### config.mk
export PLATFORM = sky130hd
export DESIGN_NAME = hcsc_div
export DESIGN_NICKNAME = d
export VERILOG_FILES = /design/src/rtl/heatmap_cell_store_colormap_assert.svh /design/src/rtl/hcsc_pkg.sv /design/src/rtl/hcsc_div.sv
export SDC_FILE = /design/constraint.sdc
export NUM_CORES = 1
export LEC_CHECK = 0
export BUFFER_PORTS_ARGS = -buffer_cell sky130_fd_sc_hd__buf_2
export CAP_MARGIN = 5
export CORE_MARGIN = 3
export CORE_UTILIZATION = 40
export CTS_BUF_LIST = sky130_fd_sc_hd__clkbuf_16
export DETAILED_ROUTE_END_ITERATION = 10
export GPL_TIMING_DRIVEN = 0
export MAX_ROUTING_LAYER = met4
export PLACE_DENSITY = 0.66
export SETUP_SLACK_MARGIN = 0.1
export SLEW_MARGIN = 15
export SYNTH_ARGS = -nofsm -noshare
export SYNTH_HDL_FRONTEND = slang
export SYNTH_SLANG_ARGS = --single-unit
### constraint.sdc
create_clock -name clk -period 3.34 [get_ports clk]
set_input_delay 0.668 -clock clk [delete_from_list [all_inputs] [get_ports clk]]
set_output_delay 0.668 -clock clk [all_outputs]
set_load 0.01 [all_outputs]
### src/rtl/heatmap_cell_store_colormap_assert.svh
// Assertion macros shared by the RTL of the heatmap cell store.
`ifndef HEATMAP_CELL_STORE_COLORMAP_ASSERT_SVH
`define HEATMAP_CELL_STORE_COLORMAP_ASSERT_SVH
`ifndef SYNTHESIS
// The property holds at every clock edge outside reset.
`define HCSC_ASSERT(lbl, clk, rst, prop, msg) \
  lbl: assert property (@(posedge clk) disable iff (rst) prop) else $error(msg);
// The condition never holds outside reset.
`define HCSC_NEVER(lbl, clk, rst, cond, msg) \
  lbl: assert property (@(posedge clk) disable iff (rst) !(cond)) else $error(msg);
`else
`define HCSC_ASSERT(lbl, clk, rst, prop, msg)
`define HCSC_NEVER(lbl, clk, rst, cond, msg)
`endif
`endif

### src/rtl/hcsc_pkg.sv
package hcsc_pkg;

  localparam int unsigned MAX_COLS_DEF = 256;
  localparam int unsigned MAX_ROWS_DEF = 256;

  // Divider operand widths: the largest dividend is 65535 * 255.
  localparam int unsigned DIV_NW = 24;
  localparam int unsigned DIV_DW = 16;
  localparam int unsigned DIV_CW = $clog2(DIV_NW);

  typedef enum logic [2:0] {
    REG_ORIGIN_X  = 3'd0,
    REG_ORIGIN_Y  = 3'd1,
    REG_COLS      = 3'd2,
    REG_ROWS      = 3'd3,
    REG_FOCUS_LOW = 3'd4,
    REG_FOCUS_HI  = 3'd5
  } cfg_reg_t;

  typedef enum logic [1:0] {
    CH_RED   = 2'd0,
    CH_GREEN = 2'd1,
    CH_BLUE  = 2'd2
  } chan_t;

  // One channel of a gradient stop, stops 0 to 4.
  function automatic logic [7:0] stop_level(input logic [2:0] stop, input chan_t ch);
    logic [23:0] rgb;
    begin
      case (stop)
        3'd0:    rgb = {8'd0,   8'd0,   8'd180};
        3'd1:    rgb = {8'd0,   8'd190, 8'd255};
        3'd2:    rgb = {8'd0,   8'd220, 8'd0};
        3'd3:    rgb = {8'd255, 8'd230, 8'd0};
        default: rgb = {8'd255, 8'd0,   8'd0};
      endcase
      case (ch)
        CH_RED:   stop_level = rgb[23:16];
        CH_GREEN: stop_level = rgb[15:8];
        default:  stop_level = rgb[7:0];
      endcase
    end
  endfunction

endpackage

### src/rtl/hcsc_div.sv
// Restoring divider, one quotient bit per cycle.
module hcsc_div (
  input  logic                         clk,
  input  logic                         rst,
  input  logic                         start,
  input  logic [hcsc_pkg::DIV_NW-1:0]  numer,
  input  logic [hcsc_pkg::DIV_DW-1:0]  denom,
  output logic                         done,
  output logic [hcsc_pkg::DIV_NW-1:0]  quot
);

  logic                        busy;
  logic [hcsc_pkg::DIV_CW-1:0] cnt;
  logic [hcsc_pkg::DIV_DW-1:0] rem;
  logic [hcsc_pkg::DIV_DW-1:0] dvs;
  logic [hcsc_pkg::DIV_DW:0]   shifted;
  logic                        qbit;

  assign shifted = {rem, quot[hcsc_pkg::DIV_NW-1]};
  assign qbit    = (shifted >= {1'b0, dvs});

  always_ff @(posedge clk) begin
    if (rst) begin
      busy <= 1'b0;
      done <= 1'b0;
      cnt  <= '0;
    end else begin
      done <= 1'b0;
      if (start) begin
        busy <= 1'b1;
        cnt  <= hcsc_pkg::DIV_CW'(hcsc_pkg::DIV_NW - 1);
        rem  <= '0;
        quot <= numer;
        dvs  <= denom;
      end else if (busy) begin
        rem  <= qbit ? hcsc_pkg::DIV_DW'(shifted - {1'b0, dvs})
                     : shifted[hcsc_pkg::DIV_DW-1:0];
        quot <= {quot[hcsc_pkg::DIV_NW-2:0], qbit};
        cnt  <= cnt - 1'b1;
        if (cnt == '0) begin
          busy <= 1'b0;
          done <= 1'b1;
        end
      end
    end
  end

endmodule

; Yosys cells after proc, flatten, opt, wreduce, memory -nomap -nowiden
; Cells that the tools add are included.
[word_totals]
in_bits = 43
elab_cells = 28
regBits = 63
out_inout_bits = 25
[op_classes]
bitwise_logic = 2
addsub = 2
n_reduce_logical = 6
n_lt_le_gt_ge = 1
mux = 10
[op_table]
columns = operator, n
row1 = 24-bit 2-to-1 mux, 2
row2 = 16-bit 2-to-1 mux, 2
row3 = 17-bit by 16-bit >= comparator with 1-bit output, 1
row4 = 16-bit subtractor, 1
row5 = 5-bit 2-to-1 mux, 2
row6 = 5-bit logical NOT, 1
row7 = 5-bit by 1-bit subtractor with 5-bit output (second input constant), 1
row8 = 1-bit 2-to-1 mux, 4
row9 = 2-bit AND reduction, 2
row10 = 3-bit OR reduction, 1
row11 = 1-bit NOT, 2
row12 = 2-bit nonzero test, 1
row13 = 2-bit OR reduction, 1

; Longest topological paths before layout
[depth]
ltp_word = 4
mapped_depth = 10
mapped_depth_nobuf = 9

; Least setup slack after synthesis
; No wires, ideal clock.
[synth_timing]
kind = input to register
from = input start
to = register quot[0] (netlist name), enable pin
n_path_buf = 1
stages = 3
setup_time_ns = 0.437
setup_slack_ns = 0.156
required_time_ns = 2.903
arrival_ns = 2.747
path_cell_list = clkbuf_1 > nor2_1 > nor2_1
[synth_between]
elab_chain_cells = 2
[synth_rtl]
columns = element, line_no
row1 = "start, declared", hcsc_div.sv:5  ; input logic start,
row2 = 2-bit nonzero test (no source line), n/a
row3 = 2-bit AND reduction (no source line), n/a
row4 = "end signal, assigned", hcsc_div.sv:33  ; quot <= numer;
row5 = "end signal, assigned", hcsc_div.sv:38  ; quot <= {quot[hcsc_pkg::DIV_NW-2:0], qbit};
row6 = "end, declared", hcsc_div.sv:9  ; output logic [hcsc_pkg::DIV_NW-1:0] quot
; No other way between the ends.
; A chain may end at the register's enable or synchronous reset.

; Worst setup path after layout
[layout_timing]
from = register rem[5] (netlist name)
to = register rem[10] (netlist name) (data pin)
[layout_between]
elab_chain_cells = 3
[layout_rtl]
columns = element, line_no
row1 = "start, declared", hcsc_div.sv:14  ; logic [hcsc_pkg::DIV_DW-1:0] rem;
row2 = "start signal, assigned", hcsc_div.sv:36  ; rem <= qbit ? hcsc_pkg::DIV_DW'(shifted - {1'b0, dvs})
row3 = 16-bit subtractor / 17-bit by 16-bit >= comparator with 1-bit output (equally long branches), "hcsc_div.sv:36, hcsc_div.sv:20"
row4 = 16-bit 2-to-1 mux (*), hcsc_div.sv:36
row5 = 16-bit 2-to-1 mux (*), hcsc_div.sv:35  ; end else if (busy) begin
; Mark *: on every way between the ends. The rest lies on a longest branch, timed or not. The select of a mux whose other input is x is not followed.

==> reports/qor.txt <==
Layout cell share with drive strength beyond 1 - 0.327
Ports - 68
Post-CTS setup buffer count - 0
Max Cap Violations - 0
Post-route ant nets - 0
CP Capture Type - flop
P_int - 0.00176 W
GRT Overall Usage - 0.166
Leakage - 1.77 nW
Setup violations, final - 0
Post-synth top area cell - edfxtp_1
Final Skew - 0.00604 ns
DR vias - 2682
Drt wl/cell - 16.3 um
CTS tree - done
Combinational Power Share - 0.220
Top cells by area, synth - edfxtp_1 (47%), mux2_2 (7.6%), ha_1 (6.3%)
Slew Limit Fails - 0
Maximum root-to-sink buffer count - 2
Peak supply drop - 0.290 mV
CTS buffer count - 9
First-pass GRT wire length - 12700 um
Synth-to-Final Area Change - 22.8%
YS warnings - 0
Worst Path Arrival - 2.63 ns
Worst Path Required - 3.39 ns
FMAX - 386 MHz
Most used DFF post-synth - edfxtp_1
Clock sink count - 63
Synth Instances - 302
Die ar. - 10000 um^2
Chip width - 100 um
Gates resized, CTS repair - 0
DRT iter0 DRCs - 263
RSZ-0062 raised after global routing - no
Drt total wl - 7990 um
FF+latch count, synth - 63
Worst Setup Start Kind - flop
Synth Net Count - 364
DRC - 0
Status - completed
PwrDens - 560 nW/um^2
Number of library cell types mapped by synthesis - 56
Final #Nets - 442
Vias in the first global route - 2627
Slew @ Worst Pin - 0.830 ns
H-tree Lvls - 3
Crit-path max FO - 10
Hold WS - 0.516 ns
Final min period - 2.59 ns
Initial Util - 0.421
Initial antenna violation count - 0
Hold_buf cts - 0
Slew headroom - 0.445
EDFF count, synth - 56
Core area - 8420 um^2
Input/output buffers - 65
Clock share of power - 0.381
Detail Placement HPWL - 5710 um
Chip height - 100 um
Vias per std cell - 5.47
Worst skew pair latency - 0.33 ns
GPL Wtd Cong - 0.904
Sequential Power Share - 0.399
Seq/Total Area, Yosys - 0.513
Hold Vio Cnt, Final - 0
# rows - 33
Finished Core Util - 0.517
GRT overflow - 0
Sw frac - 0.278
Mapped cell area - 3550 um^2
Tcrit/Tclk final - 0.775
Post-synthesis async set-or-reset flop share - 0
NetSw - 0.000677 W
Clk slew on worst S/H paths - 0.05 ns
Area share of the largest cell type after synthesis - 0.474
Root Driver - clkbuf_16
Syn_area_per_cell - 11.7 um^2
Diode count - 0
Largest net degree at the start of global routing - 26
Hold Path Class - in2reg
Crit path kind - reg2reg
Detailed Routing Iterations Pass 1 - 5
==> per-stage QoR <==
stage | setup TNS (ns) | instance area [um^2] | total power (W) | instances | worst slack [ns]
after global placement | -36.25 | 4010 | 0.00150 | 472 | -0.908
after floorplan | 0 | 3550 | 0.00137 | 302 | 0.156
after global routing | 0 | 4360 | 0.00255 | 490 | 0.633
after detailed placement | 0 | 4050 | 0.00152 | 474 | 0.713
after CTS | 0 | 4360 | 0.00246 | 490 | 0.800
final | 0 | 4360 | 0.00244 | 490 | 0.753
==> cell families (layout without fill, tap and decap cells) <==
logic type,count (synthesis),in the layout,synth area share
mux,27,27,0.0846
buf+inv,34,117,0.0427
simple gates,67,67,0.0998
xor+xnor,12,12,0.0296
flops,63,63,0.513
fa+ha+maj,19,19,0.0691
compound gates,80,80,0.161
==> cells in the final DEF (no fill, tap or decap), drive strengths merged, types with 8 or more instances in the layout <==
cell    count
nand3      11
o21ai      15
buf        71
a21oi      23
nor3        8
edfxtp     56
clkbuf     19
ha         18
inv        24
nor2       14
nand2      11
mux2       24
==> synthesized netlist by cell type, drive strengths merged, types with 2 or more instances <==
library cell,number
a21oi,23
a21boi,3
xnor2,7
o22ai,6
nor4b,2
o211ai,3
a31oi,2
nor2b,5
buf,4
a31o,2
a21o,4
nor2,14
o21ai,15
dfxtp,7
o21a,3
o2111ai,2
nand3b,2
mux2,24
and3,6
xor2,5
a211o,2
mux2i,3
a311oi,3
edfxtp,56
inv,22
a211oi,6
o21bai,2
o31ai,2
ha,18
nand3,11
clkbuf,8
nand2,11
nor3,8
==> worst max-delay path, cell delays in order (launching register included) <==
cell,delay (ns)
edfxtp_1,0.39
ha_1,0.29
buf_2,0.17
a21oi_2,0.14
o21ai_1,0.12
a31o_1,0.32
o31a_2,0.42
buf_6,0.17
o22ai_1,0.18
a21oi_1,0.10
==> area by class of cell <==
cell class              instances  area, um^2
fillers                       785        4070
flip-flops and latches         63        1820
multi-input cells             205        1590
repair buffers                 67         364
clock buffers                  11         275
well taps                     105         131
inverters                      22        82.6
plain buffers                  12        68.8
clock inverters                 5        27.5
==> power by group through the flow <==
stage / registers (W) / logic [W] / clock network [W]
after floorplan: 0.000992 / 0.000377 / 0
after CTS: 0.000973 / 0.000532 / 0.000952
after global placement: 0.000989 / 0.000508 / 0
final: 0.000973 / 0.000536 / 0.000930
after detailed placement: 0.000989 / 0.000527 / 0
after global routing: 0.000981 / 0.000590 / 0.000981
==> registers in the layout, summed over array words and instances (netlist names) <==
name	flops
busy	1
cnt	5
done	1
dvs	16
quot	24
rem	16
==> final timing paths <==
path / startpoint / endpoint / slack [ns] / depth (start not counted)
max: rem[5] / rem[10] / 0.75 / 9
min: denom[4] / dvs[4] / 0.52 / 1
min reg2reg: cnt[3] / cnt[3] / 0.56 / 2
max reg2reg: rem[5] / rem[10] / 0.75 / 9
==> routing by layer <==
layer  vias to the layer above  track usage  wire length, um
met5                         -            -                0
met4                         0       0.0528              135
met3                        17       0.0313              486
met2                       100        0.255             3660
met1                      1266        0.222             3700
li1                       1299            -                -
Note: power is estimated with default switching activity, not from simulation.
